## config.mk

```make
export PLATFORM = sky130hd
export DESIGN_NAME = dual_quadrature_axis_tracker_top
export DESIGN_NICKNAME = d
export VERILOG_FILES = /design/src/rtl/dqat_pkg.sv /design/src/rtl/dual_quadrature_axis_tracker_top.sv
export SDC_FILE = /design/constraint.sdc
export NUM_CORES = 1
export LEC_CHECK = 0
export ABC_AREA = 1
export CAP_MARGIN = 20
export CORE_ASPECT_RATIO = 1.75
export CORE_UTILIZATION = 70
export DETAILED_ROUTE_END_ITERATION = 7
export DONT_BUFFER_PORTS = 1
export PLACE_DENSITY = 0.86
export SLEW_MARGIN = 30
export SYNTH_ARGS = -nofsm -noshare
export SYNTH_HDL_FRONTEND = slang
export SYNTH_SLANG_ARGS = --single-unit
```

## constraint.sdc

```tcl
create_clock -name clk_i -period 15.5 [get_ports clk_i]
set_input_delay 0.775 -clock clk_i [delete_from_list [all_inputs] [get_ports clk_i]]
set_output_delay 0.775 -clock clk_i [all_outputs]
set_load 0.01 [all_outputs]
```

## src/rtl/dqat_pkg.sv

```systemverilog
// types, constants and the quadrature decode table of the axis tracker
package dqat_pkg;

  localparam int unsigned SampleWidth    = 6;
  localparam int unsigned XMaxWidth      = 31;
  localparam int unsigned CountWidth     = 32;
  localparam int unsigned OutPosWidth    = 32;
  localparam int unsigned DefPositionWidth = 32;

  typedef enum logic [1:0] {
    STEP_FWD,
    STEP_BACK,
    STEP_ILLEGAL
  } step_e;

  // transition codes, {old pair, new pair}
  localparam logic [3:0] TrFwd0  = 4'b0001;
  localparam logic [3:0] TrFwd1  = 4'b0111;
  localparam logic [3:0] TrFwd2  = 4'b1110;
  localparam logic [3:0] TrFwd3  = 4'b1000;
  localparam logic [3:0] TrBack0 = 4'b0100;
  localparam logic [3:0] TrBack1 = 4'b1101;
  localparam logic [3:0] TrBack2 = 4'b1011;
  localparam logic [3:0] TrBack3 = 4'b0010;

  typedef struct packed {
    logic [OutPosWidth-1:0] x_position;
    logic [OutPosWidth-1:0] y_position;
    logic [CountWidth-1:0]  x_error_count;
    logic [CountWidth-1:0]  y_error_count;
    logic                   paper_flag;
    logic                   head_at_max;
    logic                   x_motor_stop;
  } result_t;

  function automatic step_e decode_step(input logic [1:0] old_pair,
                                        input logic [1:0] new_pair);
    logic [3:0] code;
    step_e      step;
    code = {old_pair, new_pair};
    if (code == TrFwd0 || code == TrFwd1 || code == TrFwd2 || code == TrFwd3) begin
      step = STEP_FWD;
    end else if (code == TrBack0 || code == TrBack1 || code == TrBack2 ||
                 code == TrBack3) begin
      step = STEP_BACK;
    end else begin
      step = STEP_ILLEGAL;
    end
    return step;
  endfunction

endpackage

```

## src/rtl/dual_quadrature_axis_tracker_top.sv

```systemverilog
// dual quadrature axis tracker: x/y x4 decode, error counts, paper and head-limit flags
// throughput: one item per cycle while the skid register is empty; decode and the
// position adders sit between the sample handshake and the output register, a skid register absorbs one stall
// reset: positions, error counts, flags, previous sample and x_max clear to zero,
// output and skid registers empty
module dual_quadrature_axis_tracker_top import dqat_pkg::*; #(
  parameter int unsigned POSITION_WIDTH = DefPositionWidth
) (
  input  logic                   clk_i,
  input  logic                   rst_ni,
  input  logic                   in_valid_i,
  output logic                   in_stall_o,
  input  logic [SampleWidth-1:0] sensor_sample_i,
  input  logic                   cfg_we_i,
  input  logic [XMaxWidth-1:0]   cfg_wdata_i,
  output logic                   out_valid_o,
  input  logic                   out_stall_i,
  output logic [OutPosWidth-1:0] x_position_o,
  output logic [OutPosWidth-1:0] y_position_o,
  output logic [CountWidth-1:0]  x_error_count_o,
  output logic [CountWidth-1:0]  y_error_count_o,
  output logic                   paper_flag_o,
  output logic                   head_at_max_o,
  output logic                   x_motor_stop_o
);

  logic [XMaxWidth-1:0]      x_max_q;
  logic [SampleWidth-1:0]    prev_q, prev_d;
  logic [POSITION_WIDTH-1:0] x_count_q, x_count_d;
  logic [POSITION_WIDTH-1:0] y_count_q, y_count_d;
  logic [CountWidth-1:0]     x_err_q, x_err_d;
  logic [CountWidth-1:0]     y_err_q, y_err_d;
  logic                      paper_q, paper_d;
  logic                      head_q, head_d;
  logic                      stop;

  result_t res_new;
  result_t out_q, out_d;
  result_t skid_q, skid_d;
  logic    out_valid_q, out_valid_d;
  logic    skid_valid_q, skid_valid_d;

  logic in_acc;
  logic out_take;

  logic [SampleWidth-1:0] changes;
  step_e                  x_step, y_step;
  logic [63:0]            x_max_wide;
  logic signed [63:0]     x_ext, y_ext;

  assign in_acc   = in_valid_i & ~in_stall_o;
  assign out_take = out_valid_q & ~out_stall_i;
  assign changes  = sensor_sample_i ^ prev_q;
  assign x_step   = decode_step(prev_q[1:0], sensor_sample_i[1:0]);
  assign y_step   = decode_step(prev_q[3:2], sensor_sample_i[3:2]);
  assign x_max_wide = 64'(x_max_q);

  always_comb begin
    prev_d    = sensor_sample_i;
    x_count_d = x_count_q;
    y_count_d = y_count_q;
    x_err_d   = x_err_q;
    y_err_d   = y_err_q;
    paper_d   = paper_q;
    head_d    = head_q;
    stop      = 1'b0;

    if (changes[1:0] != 2'b00) begin
      unique case (x_step)
        STEP_FWD:  x_count_d = x_count_q + POSITION_WIDTH'(1);
        STEP_BACK: x_count_d = x_count_q - POSITION_WIDTH'(1);
        default:   x_err_d   = x_err_q + CountWidth'(1);
      endcase
    end
    if (changes[3:2] != 2'b00) begin
      unique case (y_step)
        STEP_FWD:  y_count_d = y_count_q + POSITION_WIDTH'(1);
        STEP_BACK: y_count_d = y_count_q - POSITION_WIDTH'(1);
        default:   y_err_d   = y_err_q + CountWidth'(1);
      endcase
    end
    if (changes[4]) begin
      paper_d = sensor_sample_i[4];
    end
    if (changes[5]) begin
      head_d = ~sensor_sample_i[5];
      // falling limit line overrides any x step of this item
      if (!sensor_sample_i[5]) begin
        x_count_d = x_max_wide[POSITION_WIDTH-1:0];
        stop      = 1'b1;
      end
    end
  end

  // sign extend from the position width, then take the low 32 bits
  assign x_ext = 64'(signed'(x_count_d));
  assign y_ext = 64'(signed'(y_count_d));

  always_comb begin
    res_new.x_position    = x_ext[OutPosWidth-1:0];
    res_new.y_position    = y_ext[OutPosWidth-1:0];
    res_new.x_error_count = x_err_d;
    res_new.y_error_count = y_err_d;
    res_new.paper_flag    = paper_d;
    res_new.head_at_max   = head_d;
    res_new.x_motor_stop  = stop;
  end

  // output register with one skid entry
  always_comb begin
    out_d        = out_q;
    skid_d       = skid_q;
    out_valid_d  = out_valid_q;
    skid_valid_d = skid_valid_q;
    if (out_take || !out_valid_q) begin
      if (skid_valid_q) begin
        out_d        = skid_q;
        out_valid_d  = 1'b1;
        skid_valid_d = 1'b0;
      end else begin
        out_d       = res_new;
        out_valid_d = in_acc;
      end
    end else if (in_acc) begin
      skid_d       = res_new;
      skid_valid_d = 1'b1;
    end
  end

  always_ff @(posedge clk_i or negedge rst_ni) begin
    if (!rst_ni) begin
      x_max_q      <= '0;
      prev_q       <= '0;
      x_count_q    <= '0;
      y_count_q    <= '0;
      x_err_q      <= '0;
      y_err_q      <= '0;
      paper_q      <= 1'b0;
      head_q       <= 1'b0;
      out_valid_q  <= 1'b0;
      skid_valid_q <= 1'b0;
    end else begin
      if (cfg_we_i) begin
        x_max_q <= cfg_wdata_i;
      end
      if (in_acc) begin
        prev_q    <= prev_d;
        x_count_q <= x_count_d;
        y_count_q <= y_count_d;
        x_err_q   <= x_err_d;
        y_err_q   <= y_err_d;
        paper_q   <= paper_d;
        head_q    <= head_d;
      end
      out_valid_q  <= out_valid_d;
      skid_valid_q <= skid_valid_d;
    end
  end

  always_ff @(posedge clk_i) begin
    out_q  <= out_d;
    skid_q <= skid_d;
  end

  assign in_stall_o      = skid_valid_q;
  assign out_valid_o     = out_valid_q;
  assign x_position_o    = out_q.x_position;
  assign y_position_o    = out_q.y_position;
  assign x_error_count_o = out_q.x_error_count;
  assign y_error_count_o = out_q.y_error_count;
  assign paper_flag_o    = out_q.paper_flag;
  assign head_at_max_o   = out_q.head_at_max;
  assign x_motor_stop_o  = out_q.x_motor_stop;

endmodule

```

Word level (Yosys, flattened, before mapping)
Cells that the tools add are included.

storage, ports and cells
  bits in registers = 431
  bits of input ports = 42
  output and inout port bits = 133

operators by class
  add/sub/neg operators = 6
  eq/ne operators = 18
  multiplexer cells = 22
  bitwise gates (word level) = 7
  reduce and logical (&&, ||, !) cells = 22

operator list
  kind                   number
  $mux 32                8
  $mux 131               1
  $add 32x1->32 const B  4
  $pmux 32 s2            2
  $sub 32x1->32 const B  2
  $eq 4x4->1 const B     8
  $eq 4x3->1 const B     4
  $logic_or 1x1->1       13
  $eq 4x1->1 const B     2
  $eq 4x2->1 const B     2
  $mux 2                 4
  $mux 1                 7
  $reduce_bool 2->1      3
  $xor 6x6->6            1
  $eq 2x1->1 const B     2
  $logic_not 2->1        2
  $not 1->1              4
  $reduce_or 2->1        2
  $and 1x1->1            2
  $reduce_and 2->1       1
  $logic_not 1->1        1

Logic depth before layout (Yosys ltp)
Gate-level depths: netlist of run 1.

  word-level depth = 12
  depth in mapped cells = 18

Worst setup path before layout of run 1
Ideal clock, no wire load.

  path type = input port to flip-flop
  from = in out_stall_i
  to = reg skid_q[0] (netlist bit) (enable)
  data arrival time = 9.100 ns
  slack = 5.159 ns
  stages = 2
  path buffers = 0
  cells stage by stage = nand2_1 -> nor2_1

on the way
  cells in the longest elaborated chain, start to end = 5

ends and longest elaborated chain
  what                        line                                     text
  start: declaration          dual_quadrature_axis_tracker_top.sv:17   input logic out_stall_i,
  $not 1->1                   dual_quadrature_axis_tracker_top.sv:52   assign out_take = out_valid_q & ~out_stall_i;
  $and 1x1->1                 dual_quadrature_axis_tracker_top.sv:52
  $logic_or 1x1->1            dual_quadrature_axis_tracker_top.sv:115  if (out_take || !out_valid_q) begin
  $not 1->1 (no line)         -
  $reduce_and 2->1 (no line)  -
  end signal: assignment      dual_quadrature_axis_tracker_top.sv:162  skid_q <= skid_d;
  end: declaration            dual_quadrature_axis_tracker_top.sv:39   result_t skid_q, skid_d;

No other way between the ends.
A chain may end at the register's enable or synchronous reset.

Worst setup path after layout of run 1
  from = reg skid_valid_q (netlist: in_stall_o)
  to = reg y_err_q[18]

on the way
  cells in the longest elaborated chain, start to end = 2

ends and longest elaborated chain
  what                      line                                     text
  start: declaration        dual_quadrature_axis_tracker_top.sv:41   logic skid_valid_q, skid_valid_d;
  start signal: assignment  dual_quadrature_axis_tracker_top.sv:156  skid_valid_q <= skid_valid_d;
  $not 1->1                 dual_quadrature_axis_tracker_top.sv:51   assign in_acc = in_valid_i & ~in_stall_o;
  $and 1x1->1               dual_quadrature_axis_tracker_top.sv:51
  end signal: assignment    dual_quadrature_axis_tracker_top.sv:151  y_err_q <= y_err_d;
  end: declaration          dual_quadrature_axis_tracker_top.sv:32   logic [CountWidth-1:0] y_err_q, y_err_d;

No other way between the ends.

==> flow_summary.yaml, run 1 <==
placement:
  place_inst: 3421
  hpwl_um: 45100
  placed_area_um2: 24400
  io_buffers: 0
  place_ws_ps: 11540
  gp_congestion: 0.955
critical_path:
  slowest_delay_ps: 870
  cp_common_cell: "clkinv_2"
  worst-setup-path-type: "flop to flop"
  endpoint_kind: "flop"
  cp-start-kind: "flop"
  crit_slowest_cell: "dfrtp_4"
  cp_top_family: "buffers and inverters"
  worst-path-buf-inv: 3
  worstPathMaxFanout: 84
  cp_data_arrival_time_ps: 4470
  crit_chain: "clkinv_2 -> nand2_4 -> clkinv_2 -> buf_6 -> nor2_1 -> a31oi_1"
  required_ps: 15900
floorplan:
  core-area_um2: 33900
  die_x_um: 142
  fp-row-count: 89
  io_pins: 175
  initial_core_util: 0.713
  die_area_um2: 35200
  die_h_um: 248
run_status:
  status: "finished, final reports clean"
finish:
  syn2layout_area_growth_pct: 6.46
  post-route-util: 0.759
  drive_above_1_share: 0.0474
  final_cells: 3491
  fin_area_um2: 25700
  fin_nets: 3114
  nFillCells: 2319
detailed_routing:
  postRouteWirelength_um: 68000
  final_antenna_net_count: 0
  wl_per_cell_um: 19.5
  vias: 20874
  viasPerCell: 5.98
  drc: 0
  dr.pass1.iters: 8
  first_iter_violations: 2047
synthesis:
  synth_nets: 3152
  yosys.area.top_type: "edfxtp_1"
  synth_top_area_frac: 0.326
  synth_area_um2: 24100
  postSynthCellCount: 3045
  synth.area.top_cells: "edfxtp_1, nand2_1, dfrtp_1, inv_1, nand3_1"
  ys_seq_elements: 431
  synth_warnings: 0
  synth-seq-area-share: 0.501
  synthDistinctLibCells: 47
  syn_area_per_cell_um2: 7.92
cts:
  cts_root_buffer: "clkbuf_16"
  cts.clk_slew.worst_paths_ps: 70
  cts_buffers: 37
  post_cts_buffers: 0
  h-tree-depth: 2
  clkLatencyLatePin_ps: 560
  cts_tree: "yes"
  cts_buffer_depth: 3
  cts.sinks: 431
sta:
  period_needed_ps: 4070
  period_share: 0.263
  rsz0062_at_grt: "false"
  slew_viol_final: 0
  max_freq_mhz: 246
  tightest_slew_ps: 965
  relSlewSlack: 0.357
  skew_ps: 29.6
  hold_violations: 0
  fin_setup_tns_ps: 0
  setup_viol_count_final: 0
  setup_slack_ps: 11430
global_routing:
  grt_pass1_wl_um: 107000
  grt_pass1_vias: 20686
  grt_max_degree: 170
  antenna_found_initial: 1
  grt_overflow: 0
  grtUsageTotal: 0.395
run:
  drv_cap: 0
power_and_ir_drop:
  power_density_nw_per_um2: 165
  ir_drop_mv: 0.158
  p_leak_nw: 12.1
min_path:
  min_path_type: "input pin to async pin"
## registers in the layout, summed over array words and instances, names as in the netlist, 6 cells and up
register and count:
x_max_q 31, x_err_q 32, y_error_count_o 32, x_error_count_o 32, x_position_o 32, prev_q 6
y_count_q 32, x_count_q 32, y_err_q 32, skid_q 131, y_position_o 32
## per-stage QoR
step	hold WS, ps	power (W)
final	65.5	0.00425
after CTS	299	0.00421
after global placement	468	0.00321
after global routing	80.0	0.00448
after detailed placement	478	0.00327
after floorplan	449	0.00283
## synthesized netlist by cell type, drive strengths merged
cell,n
inv,337
a22oi,3
o21ai,169
fa,2
clkinv,1
xnor2,18
o21bai,5
mux2,15
nor4,3
nand3b,10
o21a,7
buf,33
a21boi,13
o211ai,9
edfxtp,262
and2,18
and3,2
dfrtp,169
or2,24
xor2,40
a31oi,20
clkbuf,59
nand3,181
a21oi,96
nor3,27
nor3b,1
nand4,21
nand2,1249
ha,63
nor2,188
## area by class of cell
class / instances / area [um^2] / share of cell area
flip-flops and latches: 431 / 12100 / 0.471
multi-input cells: 2184 / 10400 / 0.405
inverters: 338 / 1270 / 0.0495
clock buffers: 55 / 1040 / 0.0407
well taps: 455 / 569 / 0.0222
repair buffers: 15 / 171 / 0.00667
clock inverters: 12 / 131 / 0.00511
diodes: 1 / 2.50 / 0.0000974
## repair_timing
item                      CTS  global route
hold buffers                1             0
hold endpoints to repair  169             0
resized for setup           0             0
## layer usage
layer / wire length (um) / global-route usage / vias up / part of all wire
met5: 0 / 0 / - / 0
met3: 5250 / 0.0681 / 324 / 0.077
li1: - / - / 9683 / -
met2: 34300 / 0.700 / 1204 / 0.50
met4: 4520 / 0.250 / 0 / 0.066
met1: 23900 / 0.436 / 9663 / 0.35
## cell families after synthesis
family	after synthesis	share of synthesized area
simple gates	1724	0.293
flops	431	0.501
buf+inv	430	0.0691
compound gates	322	0.0729
fa+ha+maj	65	0.0343
xor+xnor	58	0.0226
mux	15	0.00700
## final timing paths
| check | start | slack (ps) | depth (start not counted) | to |
|---|---|---|---|---|
| min reg2reg | x_count_q[31]$_DFFE_PN0P_ | 490 | 2 | x_count_q[31]$_DFFE_PN0P_ |
| max in group asynchronous | rst_ni | 14400 | 2 | x_max_q[10]$_DFFE_PN0P_ |
| max | in_stall_o$_DFFE_PN0P_ | 11430 | 6 | y_err_q[18]$_DFFE_PN0P_ |
| max reg2reg | in_stall_o$_DFFE_PN0P_ | 11430 | 6 | y_err_q[18]$_DFFE_PN0P_ |
| min in group clk_i | cfg_we_i | 330 | 1 | x_max_q[15]$_DFFE_PN0P_ |
| min | rst_ni | 70 | 1 | y_count_q[26]$_DFFE_PN0P_ |
## where the power goes
part / internal, W / total [W] / switching (W) / leakage, nW
Combinational: 0.000490 / 0.00154 / 0.00105 / 6.79
Clock: 0.000505 / 0.000927 / 0.000422 / 0.563
Sequential: 0.00154 / 0.00178 / 0.000233 / 4.71
Total: 0.00254 / 0.00425 / 0.00171 / 12.1
## placed cells by master (no fill, tap or decap), types with 5 or more instances in the layout
master / n
a21boi_0: 13
a21oi_1: 96
a31oi_1: 20
and2_1: 16
buf_4: 8
buf_6: 5
clkbuf_1: 14
clkbuf_16: 38
clkinv_2: 6
dfrtp_1: 168
edfxtp_1: 262
ha_1: 63
inv_1: 332
mux2_2: 15
nand2_1: 1239
nand2_2: 6
nand3_1: 178
nand3b_1: 10
nand4_1: 21
nor2_1: 171
nor2_2: 10
nor2_4: 7
nor3_1: 27
o211ai_1: 9
o21a_1: 7
o21ai_0: 157
o21ai_1: 8
o21bai_1: 5
or2_1: 12
or2_2: 12
xnor2_1: 16
xor2_1: 37
(Power assumes the default switching activity.)
==> run 2, diff against run 1 <==
ABC_AREA = 0   (was 1)
CORE_UTILIZATION = 64   (was 70)
PLACE_DENSITY = 0.8   (was 0.86)
clock period = 4 ns   (was 15.5 ns; I/O delays follow)
==> run 2 against run 1 <==
  * The run now ends with hold timing left
  * Via count is 31% lower
  * Sequential share of layout area is 3.1 points higher
  * Clock-buffer cell count is 10 lower
  * Routed wire length down 31%
  * Register-to-register slack lost 11000 ps
  * Clock power rose to 4.1 times the previous value
  * Total power rose to 3.7 times the previous value
  * Flip-flop and latch count did not move
  * Global-route usage decreased by 11 points
  * Clock skew is 10 ps lower
  * Non-clock buffer count grew 105
  * Fmax is 8.3% higher
  * Largest cell class unchanged
  * Largest power group unchanged
==> flow_summary.yaml, run 2 <==
finish:
  n_antenna_cell: 0
  ff_latch_area_um2: 12100
  final_cells: 2366
  final_common_cell: "nand2_1"
  fin_nets: 2037
  drive_above_1_share: 0.156
  mostFrequentLayoutCells: "nand2_1, edfxtp_1, dfrtp_1"
  regMostFlops: "skid_q"
  multiInputGateArea_um2: 8930
  syn2layout_area_growth_pct: 12.4
  largest_reg_flops: 131
  nFillCells: 2150
detailed_routing:
  dr.pass1.iters: 7
  vias: 14314
  wl_met3_um: 2060
  viasPerCell: 6.05
  postRouteWirelength_um: 47100
  drc: 0
  dr_wl_met2_um: 25600
  drt-met1-wl_um: 17800
  top_layer: "met4"
  final_antenna_net_count: 0
  wl_per_cell_um: 19.9
  first_iter_violations: 659
synthesis:
  synth_edf_count: 262
  synth.area.top_cells: "edfxtp_1, dfrtp_1, mux2_2, nand2_1, xnor2_1"
  synth_top_area_frac: 0.367
  yosysMostFrequentCell: "nand2_1"
  synth_nets: 1951
  postSynthCellCount: 1844
  yosys-top-cells-count: "nand2_1, edfxtp_1, dfrtp_1"
  synth_area_um2: 21400
  synth-seq-area-share: 0.564
  async_flop_share: 0.392
  syn_area_per_cell_um2: 11.6
  synth_warnings: 0
  ys_seq_elements: 431
  yosys.area.top_type: "edfxtp_1"
  ys.flop_type: "edfxtp_1"
  synthDistinctLibCells: 81
global_routing:
  grtUsageTotal: 0.283
  antenna_found_initial: 0
  grt_pass1_wl_um: 75900
  grt_pass1_vias: 14792
  grt_max_degree: 170
  grt_overflow: 0
sta:
  period_needed_ps: 3760
  setup_viol_count_final: 0
  period_share: 0.939
  fin_hold_ws_ps: -650
  skew_ps: 19.5
  tightest_slew_ps: 895
  slew_viol_final: 0
  hold_violations: 169
  relSlewSlack: 0.404
  max_freq_mhz: 266
run:
  drv_cap: 0
floorplan:
  die_h_um: 244
  die_x_um: 140
  die_area_um2: 34300
  fp-row-count: 88
  core-area_um2: 32900
  initial_core_util: 0.651
  io_pins: 175
placement:
  place_inst: 2220
  gp_congestion: 0.920
  hpwl_um: 30200
  io_buffers: 0
run_status:
  status: "finished, violations left"
  violations: "hold timing"
critical_path:
  worstPathMaxFanout: 7
  cp-start-kind: "flop"
  crit_slowest_cell: "dfrtp_1"
  cp_common_cell: "buf_4"
  crit_chain: "xor2_1 -> nand2_1 -> clkinvlp_4 -> buf_4 -> ha_1 -> and4_1 -> o2111a_1 -> a2111oi_1 -> a211oi_1 -> buf_4 -> o21ai_2 -> nor2_1 -> a211o_1 -> a31oi_1 -> o21ai_0"
  slowest_delay_ps: 410
  cp_data_arrival_time_ps: 4020
  worst-setup-path-type: "flop to flop"
  endpoint_kind: "flop"
  required_ps: 4260
power_and_ir_drop:
  ir_drop_mv: 0.477
  finalPower_w: 0.0155
  p_leak_nw: 10.2
  power_density_nw_per_um2: 645
cts:
  cts.clk_slew.worst_paths_ps: 70
  cts_buffer_depth: 3
  cts_tree: "yes"
  cts.sinks: 431
  cts.hold.buffers_added: 69
  cts_buffers: 39
  h-tree-depth: 2
  cts_root_buffer: "clkbuf_16"
  clkLatencyLatePin_ps: 560
min_path:
  min_path_type: "input pin to async pin"
## run 2: changes by cell type after synthesis, sizes merged, moves of 19 or more
cell / change
o21ai: -45
nand3: -143
inv: -295
a21oi: -23
nand2: -981
a21o: +37
mux2: +134
xor2: +40
xnor2: +90
or2: -19
and3: +26
nor2: -68
## run 2: power breakdown
| part | total [W] | internal, W | leakage, nW | switching [W] |
|---|---|---|---|---|
| clock network | 0.00381 | 0.00214 | 0.636 | 0.00167 |
| logic | 0.00502 | 0.00217 | 4.85 | 0.00285 |
| registers | 0.00670 | 0.00593 | 4.67 | 0.000773 |
## run 2: cells by family (layout without fill, tap and decap cells)
logic type,Yosys count,after routing,synth area share
AO/OA/AOI/OAI,339,339,0.0980
XOR/XNOR,188,188,0.0779
adder cells (fa/ha/maj),65,65,0.0386
buffers and inverters,119,236,0.0221
flip-flops,431,431,0.564
multiplexers,150,150,0.0788
AND/OR/NAND/NOR,552,552,0.120
## run 2: final timing paths
kind                                        from                    endpoint  slack, ps  cells past startpoint
max                        prev_q[0]$_DFFE_PN0P_  x_position_o[26]$_DFFE_PN_        240                     15
max reg2reg                prev_q[0]$_DFFE_PN0P_  x_position_o[26]$_DFFE_PN_        240                     15
min                                       rst_ni    x_count_q[1]$_DFFE_PN0P_       -650                      0
min in group clk_i            sensor_sample_i[5]       skid_q[115]$_DFFE_PP_         30                      3
max in group asynchronous                 rst_ni     x_err_q[17]$_DFFE_PN0P_       4410                      0
min reg2reg                prev_q[5]$_DFFE_PN0P_       prev_q[5]$_DFFE_PN0P_        490                      2
## run 2: layout make-up
cell class,instances,share of cell area
Multi-Input combinational cell,1294,0.371
Clock inverter,27,0.0113
Tap cell,405,0.0210
Timing Repair Buffer,120,0.0446
Timing Repair inverter,1,0.000312
Sequential cell,431,0.502
Clock buffer,45,0.0427
Inverter,43,0.00712
## run 2: critical path, delay by kind of cell, from the launching register on
kind | cells | cell delay [ps]
AO/OA/AOI/OAI | 7 | 1430
buffers and inverters | 3 | 540
AND/OR/NAND/NOR | 3 | 540
flip-flops | 1 | 410
adder cells (fa/ha/maj) | 1 | 380
XOR/XNOR | 1 | 170
## run 2: layer usage
metal,up-vias,global-route usage
met5,-,0
met4,0,0.117
met3,99,0.0403
met1,7030,0.319
li1,6826,-
met2,359,0.531
## run 2: what timing repair did
item	CTS	global route
cloned	0	1
endpoints found under the hold margin	214	169
setup endpoints to repair	3	27
resized for setup	1	13
buffers inserted	2	2
## run 2: metrics by stage
stage               TNS, ps   util  instance area, um^2  hold slack (ps)  setup WS, ps
floorplan                 0      -                21400            -95.6           128
global placement      -19.5  0.669                22000            -88.7         -19.5
detailed placement    -41.4  0.669                22000            -88.5         -41.4
CTS                       0  0.730                24000             -667          59.1
global route          -18.5  0.732                24100             -672         -18.5
finish                    0  0.732                24100             -650           244
==> run 3, diff against run 2 <==
CORE_UTILIZATION = 35   (was 64)
PLACE_DENSITY = default   (was 0.8)
==> run 3 against run 2 <==
  * The run still ends with hold timing left
  * Via count shrank 1.6%
  * Worst hold slack lost 10 ps
  * Cell count grew 16%
  * Global-route usage down 12 points
  * Die area increased by 82%
  * Routed wire length increased by 10%
  * Sequential share of layout area fell by 1.5 points
  * Setup slack got worse by 72 ps
  * Total power increased by 3.7%
  * Critical path type unchanged
  * Largest power group unchanged
==> flow_summary.yaml, run 3 (synthesis gave the netlist of run 2 again) <==
power_and_ir_drop:
  p_leak_nw: 10.3
  swShare: 0.338
  power_density_nw_per_um2: 649
  ir_drop_mv: 0.387
  pwr-share-comb: 0.313
  seqPwrFrac: 0.418
  power_switching_w: 0.00545
  p_int_w: 0.0107
  clkPwrFrac: 0.269
cts:
  cts_buffer_depth: 3
  clkLatencyLatePin_ps: 580
  cts_buffers: 43
  cts_root_buffer: "clkbuf_16"
  post_cts_buffers: 0
  cts.clk_slew.worst_paths_ps: 60
  h-tree-depth: 2
  cts.hold.buffers_added: 72
  cts_tree: "yes"
  cts.sinks: 431
detailed_routing:
  wl_per_cell_um: 18.9
  drc: 0
  final_antenna_net_count: 0
  postRouteWirelength_um: 52000
  dr.pass1.iters: 7
  first_iter_violations: 568
  vias: 14091
  viasPerCell: 5.13
global_routing:
  grtUsageTotal: 0.168
  antenna_found_initial: 0
  grt_max_degree: 170
  grt_pass1_wl_um: 81500
  grt_pass1_vias: 14719
  grt_overflow: 0
critical_path:
  rr_startpoint: "prev_q[1]$_DFFE_PN0P_"
  r2r_end: "x_position_o[26]$_DFFE_PN_"
  r2r_slack_ps: 170
  cp_data_arrival_time_ps: 4120
  worst-path-buf-inv: 3
  cp-startpoint: "prev_q[1]$_DFFE_PN0P_"
  ff2ff_path_depth: 15
  cp-start-kind: "flop"
  worstPathMaxFanout: 33
  worst-setup-path-type: "flop to flop"
  required_ps: 4300
  cp_top_family: "compound AO/OA/AOI/OAI gates"
  crit_slowest_cell: "a2111oi_0"
  crit_chain: "xnor2_1 -> nand2_1 -> inv_1 -> buf_12 -> ha_1 -> a21o_1 -> o21bai_1 -> a2111oi_0 -> a211oi_1 -> buf_4 -> o21ai_2 -> nor2_1 -> a211o_1 -> a31oi_2 -> o21ai_0"
  endpoint_kind: "flop"
  slowest_delay_ps: 430
finish:
  regMostFlops: "skid_q"
  mostFrequentLayoutCells: "nand2_1, edfxtp_1, dfrtp_1"
  largest_reg_flops: 131
  fin_nets: 2037
  n_antenna_cell: 0
  final_common_cell: "nand2_1"
  syn2layout_area_growth_pct: 15.9
  drive_above_1_share: 0.155
sta:
  period_needed_ps: 3830
  fin_hold_ws_ps: -660
  setup_slack_ps: 172
  hold_violations: 169
  max_freq_mhz: 261
  rsz0062_at_grt: "true"
  skew_ps: 15.7
  slew_viol_final: 0
  relSlewSlack: 0.442
  setup_viol_count_final: 0
  tightest_slew_ps: 837
  period_share: 0.957
floorplan:
  die_h_um: 329
  die_area_um2: 62300
  io_pins: 175
  fp-row-count: 119
  initial_core_util: 0.355
  core-area_um2: 60300
  die_x_um: 189
min_path:
  min_path_type: "input pin to async pin"
run_status:
  status: "finished, violations left"
  violations: "hold timing"
run:
  drv_cap: 0
placement:
  gp_congestion: 0.869
  place_ws_ps: 51.6
  io_buffers: 0
  hpwl_um: 34500
==> run 3: power by group through the flow <==
stage / Clock (W) / Sequential, W / Combinational, W
after global routing: 0.00460 / 0.00685 / 0.00562
after detailed placement: 0 / 0.00684 / 0.00492
after global placement: 0 / 0.00683 / 0.00484
after CTS: 0.00447 / 0.00677 / 0.00504
after floorplan: 0 / 0.00656 / 0.00365
final: 0.00433 / 0.00674 / 0.00505
==> run 3: timing repair <==
item / in CTS / in global routing
gates resized for setup: 0 / 8
endpoints found under the hold margin: 235 / 169
setup endpoints to repair: 0 / 8
==> run 3: per-layer routing <==
metal,vias to the layer above,routed length [um],GRT usage
li1,6823,-,-
met1,6912,20400,0.183
met2,271,28400,0.324
met3,85,1710,0.0268
met4,0,1520,0.0584
met5,-,0,0
==> run 3: per-stage QoR <==
step | utilization | TNS (ps) | cells | power (W) | cell area [um^2]
after floorplan | - | 0 | 1844 | 0.0102 | 21400
after global placement | 0.375 | 0 | 2599 | 0.0117 | 22600
after detailed placement | 0.375 | 0 | 2599 | 0.0118 | 22600
after CTS | 0.411 | 0 | 2749 | 0.0163 | 24800
after global routing | 0.412 | -22.9 | 2749 | 0.0171 | 24800
final | 0.412 | 0 | 2749 | 0.0161 | 24800
==> run 3: worst max path at each step <==
stage          slack, ps                          to  depth (start not counted)
4_1_cts               60  x_position_o[26]$_DFFE_PN_                         15
3_3_place_gp         110  x_position_o[26]$_DFFE_PN_                         15
6_report             170  x_position_o[26]$_DFFE_PN_                         15
3_5_place_dp          50  x_position_o[26]$_DFFE_PN_                         15
5_1_grt              -20  x_position_o[24]$_DFFE_PN_                         15
2_1_floorplan        130  y_position_o[24]$_DFFE_PN_                         13
==> run 3: final cells by class <==
class / instances / area, um^2
clock buffers: 50 / 1130
clock inverters: 28 / 358
fillers: 5682 / 35500
inverters: 43 / 164
multi-input cells: 1294 / 8930
flip-flops and latches: 431 / 12100
well taps: 786 / 983
repair buffers: 117 / 1170
